File: src/pitp_pkg.sv
// ---------------------------------------------------------------------------
// pitp_pkg: shared types and constants for the prefixed integer text parser
// item layouts, error codes, radix codes and the scan snapshot
// ---------------------------------------------------------------------------
package pitp_pkg;

    localparam int DIGIT_BUFFER_SIZE = 128;

    // error codes; where several apply, the one checked first in pitp_finish wins
    localparam logic [2:0] ERR_NONE       = 3'd0;
    localparam logic [2:0] ERR_EMPTY      = 3'd1;
    localparam logic [2:0] ERR_NO_DIGITS  = 3'd2;
    localparam logic [2:0] ERR_PREFIX     = 3'd3;
    localparam logic [2:0] ERR_JUNK       = 3'd4;
    localparam logic [2:0] ERR_TOO_LONG   = 3'd5;
    localparam logic [2:0] ERR_BAD_DIGIT  = 3'd6;
    localparam logic [2:0] ERR_RANGE      = 3'd7;

    localparam logic [1:0] RADIX_DEC = 2'd0;
    localparam logic [1:0] RADIX_BIN = 2'd1;
    localparam logic [1:0] RADIX_OCT = 2'd2;
    localparam logic [1:0] RADIX_HEX = 2'd3;

    typedef struct packed {
        logic [7:0] text_char;
        logic       last_char;
    } char_item_t;

    typedef struct packed {
        logic               parse_ok;
        logic signed [63:0] parsed_value;
        logic [4:0]         detected_radix;
        logic [2:0]         error_code;
    } result_item_t;

    // state of one field as it stood after its final character
    typedef struct packed {
        logic        early_done;
        logic [2:0]  early_code;
        logic        negative;
        logic [1:0]  radix_code;
        logic [63:0] magnitude;
        logic        overflow;
        logic        count_zero;
        logic        count_long;
        logic        bad_digit;
        logic        junk;
    } scan_snap_t;

    function automatic logic [4:0] radix_value(input logic [1:0] code);
        logic [4:0] rv;
        unique case (code)
            RADIX_BIN: rv = 5'd2;
            RADIX_OCT: rv = 5'd8;
            RADIX_HEX: rv = 5'd16;
            default:   rv = 5'd10;
        endcase
        return rv;
    endfunction

endpackage

File: src/pitp_scan.sv
// ---------------------------------------------------------------------------
// pitp_scan: per-character scanner
// phase machine, digit accumulator and sticky flags; snapshots the field at
// its final character and returns to the start state
// ---------------------------------------------------------------------------
module pitp_scan (
    input  logic                clk,
    input  logic                rst_n,
    input  logic                step,
    input  pitp_pkg::char_item_t item,
    output pitp_pkg::scan_snap_t snap
);
    import pitp_pkg::*;

    typedef enum logic [2:0] {
        PH_LEAD,
        PH_SIGNED,
        PH_ZERO,
        PH_PREFIX,
        PH_RUN,
        PH_TRAIL
    } phase_t;

    phase_t      phase_reg, phase_next;
    logic        negative_reg, negative_next;
    logic [1:0]  radix_reg, radix_next;
    logic [63:0] acc_reg, acc_next;
    logic        overflow_reg, overflow_next;
    logic [7:0]  count_reg, count_next;
    logic        bad_reg, bad_next;
    logic        junk_reg, junk_next;
    logic        ended_reg, ended_next;
    scan_snap_t  snap_reg, snap_next;

    logic [7:0]  c;
    logic        is_ws;
    logic        digit_ok;
    logic [3:0]  digit_val;
    logic        in_radix;
    logic [67:0] acc_wide;
    logic [67:0] prod;
    logic [67:0] sum;
    logic [7:0]  count_base;
    logic [7:0]  count_inc;

    always_comb
    begin
        c = item.text_char;
        is_ws = (c == 8'd32) || (c >= 8'd9 && c <= 8'd13);

        digit_ok = 1'b1;
        digit_val = 4'd0;
        if (c >= "0" && c <= "9")
        begin
            digit_val = 4'(c - "0");
        end
        else if (c >= "a" && c <= "f")
        begin
            digit_val = 4'(c - "a" + 8'd10);
        end
        else if (c >= "A" && c <= "F")
        begin
            digit_val = 4'(c - "A" + 8'd10);
        end
        else
        begin
            digit_ok = 1'b0;
        end
        in_radix = digit_ok && ({1'b0, digit_val} < radix_value(radix_reg));

        // constant-radix multiply as shifts, with one add for decimal
        acc_wide = {4'd0, acc_reg};
        unique case (radix_reg)
            RADIX_BIN: prod = acc_wide << 1;
            RADIX_OCT: prod = acc_wide << 3;
            RADIX_HEX: prod = acc_wide << 4;
            default:   prod = (acc_wide << 3) + (acc_wide << 1);
        endcase
        sum = prod + {64'd0, digit_val};

        // a lone leading zero counts as one digit already taken
        count_base = (phase_reg == PH_ZERO) ? 8'd1 : count_reg;
        count_inc  = (count_base == 8'd255) ? 8'd255 : count_base + 8'd1;

        phase_next    = phase_reg;
        negative_next = negative_reg;
        radix_next    = radix_reg;
        acc_next      = acc_reg;
        overflow_next = overflow_reg;
        count_next    = count_reg;
        bad_next      = bad_reg;
        junk_next     = junk_reg;
        ended_next    = ended_reg;

        if (!ended_reg)
        begin
            if (c == 8'd0)
            begin
                ended_next = 1'b1;
            end
            else
            begin
                unique case (phase_reg)
                    PH_LEAD, PH_SIGNED, PH_ZERO, PH_PREFIX, PH_RUN:
                    begin
                        if (phase_reg == PH_LEAD && is_ws)
                        begin
                            phase_next = PH_LEAD;
                        end
                        else if (phase_reg == PH_LEAD && (c == "+" || c == "-"))
                        begin
                            negative_next = (c == "-");
                            phase_next = PH_SIGNED;
                        end
                        else if ((phase_reg == PH_LEAD || phase_reg == PH_SIGNED)
                                 && c == "0")
                        begin
                            phase_next = PH_ZERO;
                        end
                        else if (phase_reg == PH_ZERO && (c == "b" || c == "B"))
                        begin
                            radix_next = RADIX_BIN;
                            phase_next = PH_PREFIX;
                        end
                        else if (phase_reg == PH_ZERO && (c == "o" || c == "O"))
                        begin
                            radix_next = RADIX_OCT;
                            phase_next = PH_PREFIX;
                        end
                        else if (phase_reg == PH_ZERO && (c == "x" || c == "X"))
                        begin
                            radix_next = RADIX_HEX;
                            phase_next = PH_PREFIX;
                        end
                        else if (is_ws)
                        begin
                            phase_next = PH_TRAIL;
                            count_next = count_base;
                        end
                        else
                        begin
                            phase_next = PH_RUN;
                            count_next = count_inc;
                            if (!in_radix)
                            begin
                                bad_next = 1'b1;
                            end
                            else if (!overflow_reg)
                            begin
                                if (|sum[67:64])
                                begin
                                    overflow_next = 1'b1;
                                end
                                else
                                begin
                                    acc_next = sum[63:0];
                                end
                            end
                        end
                    end
                    default:
                    begin
                        if (!is_ws)
                        begin
                            junk_next = 1'b1;
                        end
                    end
                endcase
            end
        end

        snap_next.early_done = 1'b1;
        unique case (phase_next)
            PH_LEAD:   snap_next.early_code = ERR_EMPTY;
            PH_SIGNED: snap_next.early_code = ERR_NO_DIGITS;
            PH_ZERO:   snap_next.early_code = ERR_NONE;
            PH_PREFIX: snap_next.early_code = ERR_PREFIX;
            default:
            begin
                snap_next.early_done = 1'b0;
                snap_next.early_code = ERR_NONE;
            end
        endcase
        snap_next.negative   = negative_next;
        snap_next.radix_code = radix_next;
        snap_next.magnitude  = acc_next;
        snap_next.overflow   = overflow_next;
        snap_next.count_zero = (count_next == 8'd0);
        snap_next.count_long = (count_next >= 8'(DIGIT_BUFFER_SIZE));
        snap_next.bad_digit  = bad_next;
        snap_next.junk       = junk_next;
    end

    always_ff @(posedge clk or negedge rst_n)
    begin
        if (!rst_n)
        begin
            phase_reg    <= PH_LEAD;
            negative_reg <= 1'b0;
            radix_reg    <= RADIX_DEC;
            acc_reg      <= 64'd0;
            overflow_reg <= 1'b0;
            count_reg    <= 8'd0;
            bad_reg      <= 1'b0;
            junk_reg     <= 1'b0;
            ended_reg    <= 1'b0;
        end
        else if (step)
        begin
            if (item.last_char)
            begin
                phase_reg    <= PH_LEAD;
                negative_reg <= 1'b0;
                radix_reg    <= RADIX_DEC;
                acc_reg      <= 64'd0;
                overflow_reg <= 1'b0;
                count_reg    <= 8'd0;
                bad_reg      <= 1'b0;
                junk_reg     <= 1'b0;
                ended_reg    <= 1'b0;
            end
            else
            begin
                phase_reg    <= phase_next;
                negative_reg <= negative_next;
                radix_reg    <= radix_next;
                acc_reg      <= acc_next;
                overflow_reg <= overflow_next;
                count_reg    <= count_next;
                bad_reg      <= bad_next;
                junk_reg     <= junk_next;
                ended_reg    <= ended_next;
            end
        end
    end

    // snapshot is payload only, valid is tracked by the caller
    always_ff @(posedge clk)
    begin
        if (step && item.last_char)
        begin
            snap_reg <= snap_next;
        end
    end

    assign snap = snap_reg;

endmodule

File: src/pitp_finish.sv
// ---------------------------------------------------------------------------
// pitp_finish: result from a field snapshot
// error priority, range check against the signed 64-bit limits and negation
// ---------------------------------------------------------------------------
module pitp_finish (
    input  pitp_pkg::scan_snap_t   snap,
    output pitp_pkg::result_item_t result
);
    import pitp_pkg::*;

    logic [2:0]  code;
    logic        range_bad;
    logic [63:0] value;

    always_comb
    begin
        // the most negative value is allowed only with a minus sign
        if (snap.negative)
        begin
            range_bad = snap.magnitude[63] && (|snap.magnitude[62:0]);
            value = 64'd0 - snap.magnitude;
        end
        else
        begin
            range_bad = snap.magnitude[63];
            value = snap.magnitude;
        end

        priority if (snap.early_done)
        begin
            code = snap.early_code;
        end
        else if (snap.junk)
        begin
            code = ERR_JUNK;
        end
        else if (snap.count_zero)
        begin
            code = ERR_NO_DIGITS;
        end
        else if (snap.count_long)
        begin
            code = ERR_TOO_LONG;
        end
        else if (snap.bad_digit)
        begin
            code = ERR_BAD_DIGIT;
        end
        else if (snap.overflow || range_bad)
        begin
            code = ERR_RANGE;
        end
        else
        begin
            code = ERR_NONE;
        end

        result.parse_ok       = (code == ERR_NONE);
        result.parsed_value   = (code == ERR_NONE && !snap.early_done) ? value : 64'd0;
        result.detected_radix = radix_value(snap.radix_code);
        result.error_code     = code;
    end

endmodule

File: src/prefixed_integer_text_parser.sv
// ---------------------------------------------------------------------------
// prefixed_integer_text_parser: signed integer from a stream of characters
// optional whitespace, sign and 0b/0o/0x prefix, digit run, trailing space
// ---------------------------------------------------------------------------
//
//  channel   valid          stall          payload
//  -------   ------------   ------------   ---------------------------
//  input     char_valid     char_stall     char_item   (char_item_t)
//  output    result_valid   result_stall   result_item (result_item_t)
//
//  one character is taken per cycle while char_stall is low; the accumulator
//  update is a shift-add on the registered character, so the scan loop sets
//  that rate; a field's result goes via the snapshot and output registers
//  reset clears the scan state and all valid flags; state also returns to
//  its start after every final character
//  a stalled result holds the output register; characters keep flowing until
//  a final character finds the snapshot stage still occupied
//
module prefixed_integer_text_parser (
    input  logic                    clk,
    input  logic                    rst_n,
    input  logic                    char_valid,
    output logic                    char_stall,
    input  pitp_pkg::char_item_t    char_item,
    output logic                    result_valid,
    input  logic                    result_stall,
    output pitp_pkg::result_item_t  result_item
);
    import pitp_pkg::*;

    logic         in_valid_reg, in_valid_next;
    char_item_t   in_item_reg;
    logic         snap_valid_reg, snap_valid_next;
    logic         out_valid_reg, out_valid_next;
    result_item_t out_item_reg;

    logic         out_free;
    logic         snap_free;
    logic         snap_move;
    logic         step;
    logic         accept;
    scan_snap_t   snap;
    result_item_t result;

    always_comb
    begin
        out_free  = !out_valid_reg || !result_stall;
        snap_free = !snap_valid_reg || out_free;
        snap_move = snap_valid_reg && out_free;
        // only a final character needs room in the snapshot stage
        step      = in_valid_reg && (!in_item_reg.last_char || snap_free);
        char_stall = in_valid_reg && !step;
        accept    = char_valid && !char_stall;

        in_valid_next = in_valid_reg;
        if (accept)
        begin
            in_valid_next = 1'b1;
        end
        else if (step)
        begin
            in_valid_next = 1'b0;
        end

        snap_valid_next = snap_valid_reg;
        if (step && in_item_reg.last_char)
        begin
            snap_valid_next = 1'b1;
        end
        else if (snap_move)
        begin
            snap_valid_next = 1'b0;
        end

        out_valid_next = out_valid_reg;
        if (snap_move)
        begin
            out_valid_next = 1'b1;
        end
        else if (!result_stall)
        begin
            out_valid_next = 1'b0;
        end
    end

    always_ff @(posedge clk or negedge rst_n)
    begin
        if (!rst_n)
        begin
            in_valid_reg   <= 1'b0;
            snap_valid_reg <= 1'b0;
            out_valid_reg  <= 1'b0;
        end
        else
        begin
            in_valid_reg   <= in_valid_next;
            snap_valid_reg <= snap_valid_next;
            out_valid_reg  <= out_valid_next;
        end
    end

    always_ff @(posedge clk)
    begin
        if (accept)
        begin
            in_item_reg <= char_item;
        end
        if (snap_move)
        begin
            out_item_reg <= result;
        end
    end

    pitp_scan u_scan (
        .clk   (clk),
        .rst_n (rst_n),
        .step  (step),
        .item  (in_item_reg),
        .snap  (snap)
    );

    pitp_finish u_finish (
        .snap   (snap),
        .result (result)
    );

    assign result_valid = out_valid_reg;
    assign result_item  = out_item_reg;

endmodule

File: config.mk
export PLATFORM = sky130hd
export DESIGN_NAME = prefixed_integer_text_parser
export DESIGN_NICKNAME = d
export VERILOG_FILES = /design/src/pitp_pkg.sv /design/src/pitp_scan.sv /design/src/pitp_finish.sv /design/src/prefixed_integer_text_parser.sv
export SDC_FILE = /design/constraint.sdc
export NUM_CORES = 1
export LEC_CHECK = 0
export BUFFER_PORTS_ARGS = -buffer_cell sky130_fd_sc_hd__buf_2
export CAP_MARGIN = 20
export CORE_MARGIN = 2
export CORE_UTILIZATION = 40
export CTS_BUF_LIST = sky130_fd_sc_hd__clkbuf_2 sky130_fd_sc_hd__clkbuf_4 sky130_fd_sc_hd__clkbuf_8
export DETAILED_ROUTE_END_ITERATION = 8
export PLACE_DENSITY = 0.65
export SLEW_MARGIN = 10
export SYNTH_ARGS = -nofsm -noshare
export SYNTH_HDL_FRONTEND = slang
export SYNTH_HIERARCHICAL = 1
export SYNTH_SLANG_ARGS = --single-unit
File: constraint.sdc
create_clock -name clk -period 6.87 [get_ports clk]
set_clock_uncertainty 0.1 [all_clocks]
set_input_delay 1.374 -clock clk [delete_from_list [all_inputs] [get_ports clk]]
set_output_delay 1.374 -clock clk [all_outputs]
set_load 0.01 [all_outputs]
# Yosys cells after proc, flatten, opt, wreduce, memory -nomap -nowiden
# Index checks and enable logic that the tools add are counted.
[op_classes]
addsub = 9
eq_ne = 25
mux = 113
n_reduce_logical = 46
magnitude_cmp = 10
[ops]
columns = ["op", "count"]
rows = [
  ["2-to-1 mux 64 bit", 15],
  ["case mux 68 bit (3 select lines)", 1],
  ["2-to-1 mux 8 bit", 13],
  ["adder 67 x 65 -> 68 bit", 1],
  ["adder 68 x 4 -> 68 bit", 1],
  ["subtractor 1 x 64 -> 64 bit (first input constant)", 1],
  ["OR reduction 63 bit", 1],
  ["2-to-1 mux 1 bit", 52],
  ["equality test 8 x 7 -> 1 bit (second input constant)", 6],
  ["2-to-1 mux 3 bit", 16],
  ["equality test 8 x 6 -> 1 bit (second input constant)", 4],
  ["case mux 5 bit (3 select lines)", 2],
  ["2-to-1 mux 2 bit", 10],
  ["logical AND 1 bit", 18],
  ["greater-or-equal comparator 8 x 7 -> 1 bit (second input constant)", 2],
  ["<= comparator 8 x 7 -> 1 bit (second input constant)", 2],
  ["logical NOT 8 bit", 2],
  ["equality test 3 x 2 -> 1 bit (second input constant)", 4],
  ["2-to-1 mux 4 bit", 3],
  ["subtractor 4 x 1 -> 4 bit (second input constant)", 3],
  ["logical OR 1 bit", 10],
  ["logical NOT 3 bit", 3],
  ["adder 4 bit (second input constant)", 2],
  ["adder 8 x 1 -> 8 bit (second input constant)", 1],
  ["other kinds (17)", 30],
]
[word_totals]
regBits = 243
in_bits = 13

# Longest topological paths before layout
[depth]
depth_word = 21
depth_mapped = 28

# Cells and area by module
# Netlist, hierarchy kept.
[modules_own_cells]
columns = ["module", "seq_area_each_um2", "cells_per_inst", "area_each_um2", "n_inst"]
rows = [
  ["pitp_scan", 4304.1, 1935, 15645.0, 1],
  ["prefixed_integer_text_parser", 2537.4, 95, 2601.2, 1],
  ["pitp_finish", 0.0, 301, 1916.8, 1],
]

# Worst setup path before layout
# OpenSTA, ideal clock, no wires.
[synth_timing]
path_kind = "input to register"
startpoint = "in result_stall"
endpoint = "reg out_item_reg (netlist bit result_item[0]), enable pin"
stages = 1
required_time_ns = 6.154
path_slack_ns = -0.504
n_path_buf = 0
arrival_ns = 6.658
path_cell_list = "a21boi_0"
[synth_via]
elab_chain_cells = 3
[synth_rtl]
columns = ["element", "line_no", "source"]
rows = [
  ["from (decl)", "prefixed_integer_text_parser.sv:26", "input logic result_stall,"],
  ["logical NOT 1 bit", "--", ""],
  ["logical OR 1 bit", "prefixed_integer_text_parser.sv:47", "out_free = !out_valid_reg || !result_stall;"],
  ["logical AND 1 bit", "prefixed_integer_text_parser.sv:49", "snap_move = snap_valid_reg && out_free;"],
  ["to (signal assigned)", "prefixed_integer_text_parser.sv:110", "out_item_reg <= result;"],
  ["to (decl)", "prefixed_integer_text_parser.sv:35", "result_item_t out_item_reg;"],
]
# No other way between the ends.
# A chain may end at the register's enable or synchronous reset.

# Final worst setup path
[layout_timing]
startpoint = "reg in_item_reg[1] in the netlist's numbering"
endpoint = "reg u_scan.snap_reg (netlist bit u_scan/snap[8]), data pin"
[layout_via]
elab_chain_cells = 20
word_cells_on_any_way = 62
classes_between = "add/sub (6); order compare (9); eq/ne (10); mux (19); reduce/logical (18)"
[layout_rtl]
columns = ["element", "line_no", "source"]
rows = [
  ["from (decl)", "prefixed_integer_text_parser.sv:32", "char_item_t in_item_reg;"],
  ["from (signal assigned)", "prefixed_integer_text_parser.sv:106", "in_item_reg <= char_item;"],
  ["subtractor 4 x 1 -> 4 bit, or another cell as far along", "pitp_scan.sv:59, pitp_scan.sv:63", ""],
  ["adder 4 bit / logical AND 1 bit (equally long branches)", "pitp_scan.sv:59, pitp_scan.sv:63, pitp_scan.sv:61", ""],
  ["2-to-1 mux 4 bit", "pitp_scan.sv:61", "else if (c >= \"A\" && c <= \"F\")"],
  ["2-to-1 mux 4 bit", "pitp_scan.sv:57", "else if (c >= \"a\" && c <= \"f\")"],
  ["2-to-1 mux 4 bit", "pitp_scan.sv:53", "if (c >= \"0\" && c <= \"9\")"],
  ["adder 68 x 4 -> 68 bit", "pitp_scan.sv:79", "sum = prod + {64'd0, digit_val};"],
  ["OR reduction 4 bit", "pitp_scan.sv:150", "if (|sum[67:64])"],
  ["2-to-1 mux 64 bit", "pitp_scan.sv:150", ""],
  ["(+5 left out)", "--", ""],
  ["2-to-1 mux 64 bit", "pitp_scan.sv:120", "else if (phase_reg == PH_ZERO && (c == \"b\" || c == \"B\"))"],
  ["2-to-1 mux 64 bit", "pitp_scan.sv:115", "else if ((phase_reg == PH_LEAD || phase_reg == PH_SIGNED)"],
  ["2-to-1 mux 64 bit", "pitp_scan.sv:110", "else if (phase_reg == PH_LEAD && (c == \"+\" || c == \"-\"))"],
  ["2-to-1 mux 64 bit", "pitp_scan.sv:106", "if (phase_reg == PH_LEAD && is_ws)"],
  ["2-to-1 mux 64 bit", "pitp_scan.sv:103", "unique case (phase_reg)"],
  ["2-to-1 mux 64 bit *", "pitp_scan.sv:97", "if (c == 8'd0)"],
  ["2-to-1 mux 64 bit *", "pitp_scan.sv:95", "if (!ended_reg)"],
  ["net u_scan.acc_next[3]", "pitp_scan.sv:27", "logic [63:0] acc_reg, acc_next;"],
  ["to (signal assigned)", "pitp_scan.sv:242", "snap_reg <= snap_next;"],
  ["to (decl)", "pitp_scan.sv:33", "scan_snap_t snap_reg, snap_next;"],
]
# The timed path passes the listed nets; every way through them passes the cells marked *.

==> impl_metrics.json <==
{
  "critPathKind": "register to register",
  "globalRouteTotalUtil_pct": 24.3,
  "holdCritStartpoint": "u_scan/negative_reg$_DFFE_PN0P_",
  "cts_htree_levels": 2,
  "num-fill-cells": 4845,
  "drt_drc_violations_left": 0,
  "unrepaired_setup_endpoints_after_global_routing": "false",
  "clockBufferDepth": 3,
  "grt_most_used_layer": "met1",
  "synth-seq-cells": 242,
  "clock.fmax_mhz": 153,
  "post_route_wl_um": 65400,
  "cp_data_arrival_time_ns": 6.73,
  "drtAntennaViolNets": 0,
  "synth-warning-count": 6,
  "yosys-top-cells-count": "287 x nor2_1, 225 x nand2_1, 181 x a21oi_1",
  "worst-endpoint-required_ns": 7.07,
  "final.period_utilization_pct": 95.0,
  "yosys.cell_count.top_type": "nor2_1",
  "gr-total-overflow": 0,
  "numClockSinks": 242,
  "global_route.usage.met3_pct": 3.36,
  "outcome": "finished clean",
  "number_of_vias_after_detailed_routing": 18900,
  "timing_worst_slew_pin_value_ns": 1.08,
  "synthDominantAreaCellType": "edfxtp_1",
  "grt_first_pass_wirelength_um": 101000,
  "slew-limit-headroom_pct": 28.0,
  "largest_net_degree_at_the_start_of_global_routing": 86,
  "period_needed_ns": 6.53,
  "post-route-worst-setup-slack_ns": 0.343,
  "fp_rows": 82,
  "netlist_area_um2": 20200,
  "grt_antenna_before_repair": 1,
  "synth_enable_flop_cells": 157,
  "setup_viol_count_final": 0,
  "port-buffer-count": 87,
  "whs_path_depth": 1,
  "drv.max_cap_violation_count": 0,
  "dr.first_iter.drc_count": 1918,
  "worst_reg2reg_path_length_in_cells": 23,
  "wl_cell_um": 21.3,
  "r2r-end": "u_scan/snap[8]$_DFFE_PP_",
  "holdPathEnd": "u_scan/negative_reg$_DFFE_PN0P_",
  "worst_path_dominant_cell_family": "simple AND/OR/NAND/NOR gates",
  "pin_count": 88,
  "critical_path.endpoint_type": "register",
  "cpPeakStageDelay_ns": 0.53,
  "r2r_slack_ns": 0.34,
  "finish.net_count": 2456,
  "critical_path_cell_sequence": "inv_1 > ha_1 > nand2b_1 > o2111ai_1 > nor2_1 > o21ai_0 > o21ai_0 > inv_1 > fa_1 > nor2b_1 > o21ai_1 > nand2b_1 > or3_1 > or4_4 > nor3b_4 > nand3_4 > nor3_2 > and4b_1 > and4bb_1 > xnor2_1 > nor4_4 > buf_4 > mux2_2",
  "grt_util_met1_pct": 37.0,
  "cts_buffers": 39,
  "initial_core_util_pct": 40.4,
  "grt_use_met2_pct": 35.3,
  "via_count_of_the_first_global_routing_pass": 17500,
  "synth_seq_area_share_pct": 33.9,
  "chipWidth_um": 229,
  "largest_register_ff_count": 75,
  "tritoncts": "yes",
  "finalWeightedCongestion": 0.973,
  "syn-mean-instance-area_um2": 8.65,
  "cp.buffers_inverters": 3,
  "worstPathMaxFanout": 26,
  "ys_async_sr_fraction_pct": 35.1,
  "gate_count_after_technology_mapping": 2331,
  "setup.worst_path.start_class": "register",
  "clock_latency_ns": 0.55,
  "die_h_um": 229,
  "powerDensity_nw_per_um2": 146,
  "fp.coreArea_um2": 50000,
  "timing_hold_violations_final": 0,
  "dp.final_hpwl_um": 51000,
  "dpl_worst_slack_ns": 0.299,
  "cts_hold_buffers": 0,
  "power.leakage_nw": 8.37,
  "yosys.cell_types.count": 106,
  "syn2layout_area_growth_pct": 9.56,
  "hold_removal_path_class": "register to register",
  "first_pass_iters": 6,
  "synthFlopType": "edfxtp_1",
  "totalNegativeSetupSlack_ns": 0,
  "slew_viol_final": 0,
  "drive_gt1_share_pct": 13.6,
  "post_synth_main_area_contributors": "edfxtp_1 23%, dfrtp_1 11%, nor2_1 5.3%",
  "design.die.area_um2": 52200,
  "r2r-start": "in_item_reg[1]$_DFFE_PP_",
  "synth_largest_type_area_fraction_pct": 23.4,
  "viasPerCell": 6.17,
  "critPathSlowestCell": "or4_4",
  "clk_transition_reported_paths_ns": 0.07,
  "power.ir.vdd_worst_mv": 0.102,
  "ctsRootBufferMaster": "clkbuf_8"
}
==> routing by layer <==
layer	vias up	wire [µm]	part of all wire, %
met3	99	5460	8.3
met2	867	27500	42
li1	8885	-	-
met5	-	0	0
met1	9089	30800	47
met4	0	1640	2.5
==> cell type report <==
type | instances | area, µm² | area share [%]
timing repair buffer | 131 | 842 | 3.81
antenna | 1 | 2.50 | 0.0113
inverter | 44 | 165 | 0.748
clock inverter | 8 | 71.3 | 0.323
sequential | 242 | 6850 | 31.0
clock buffer | 63 | 786 | 3.56
tap | 672 | 841 | 3.81
multi-input combinational | 1911 | 12500 | 56.7
==> power by group <==
group | switching, mW | internal (mW) | leakage, nW | total [mW]
clock | 0.563 | 0.764 | 0.459 | 1.33
combinational | 0.163 | 0.0812 | 5.22 | 0.244
sequential | 0.0369 | 1.62 | 2.69 | 1.66
total | 0.763 | 2.46 | 8.37 | 3.23
==> logic make-up (layout without fill, tap and decap cells) <==
family	Yosys count	after routing	synth area share (%)
compound gates	702	703	23.7
xor+xnor	146	146	6.34
fa+ha+maj	74	74	4.67
buf+inv	181	246	4.20
flops	242	242	33.9
mux	84	84	4.75
other cells	2	4	0.0372
simple gates	900	901	22.4
==> how the worst max path moves through the flow <==
stage	endpoint	cells past startpoint	slack, ns	startpoint
2_1_floorplan	u_scan/snap[11]$_DFFE_PP_	23	0.63	u_scan/radix_reg[0]$_DFFE_PN0P_
3_3_place_gp	u_scan/acc_reg[60]$_DFFE_PN0P_	24	0.51	in_item_reg[1]$_DFFE_PP_
3_5_place_dp	u_scan/acc_reg[35]$_DFFE_PN0P_	24	0.30	in_item_reg[1]$_DFFE_PP_
4_1_cts	u_scan/acc_reg[35]$_DFFE_PN0P_	24	0.29	in_item_reg[1]$_DFFE_PP_
5_1_grt	u_scan/snap[9]$_DFFE_PP_	23	0.005	in_item_reg[1]$_DFFE_PP_
6_report	u_scan/snap[8]$_DFFE_PP_	23	0.34	in_item_reg[1]$_DFFE_PP_
==> cell usage in the layout, fill, tap and decap left out, drive strengths merged, types with 17 or more instances in the layout <==
master and count:
o211ai 20, nand4 60, ha 72, clkbuf 63, nand2 225, nor2 303, a21o 44, nor3 69
o41ai 20, a32o 19, and3 17, xor2 97, nor4 29, o22ai 20, o31ai 30, mux2i 44
inv 43, buf 131, or3 30, edfxtp 157, xnor2 49, nand3 47, or2 18, a31oi 18
mux2 34, a22o 50, dfrtp 85, o21ai 149, a211oi 22, o21a 17, nand2b 25, a21oi 185
==> what timing repair did <==
action                     4_1_cts  5_1_grt
setup buffers                    0        1
setup endpoints to repair        0       48
gates resized for setup          0        3
==> through the flow <==
step                      hold slack [ns]  power [mW]  instance area [µm²]  util (%)  cells
after floorplan                     0.368        1.84                20200         -   2332
after global placement              0.384        1.92                21100      42.3   2996
after detailed placement            0.398        1.93                21100      42.3   2996
after CTS                           0.414        3.26                22000      44.0   3067
after global routing                0.434        3.34                22100      44.2   3072
final                               0.414        3.23                22100      44.2   3072
No activity file was read; power rests on OpenSTA's default activity.
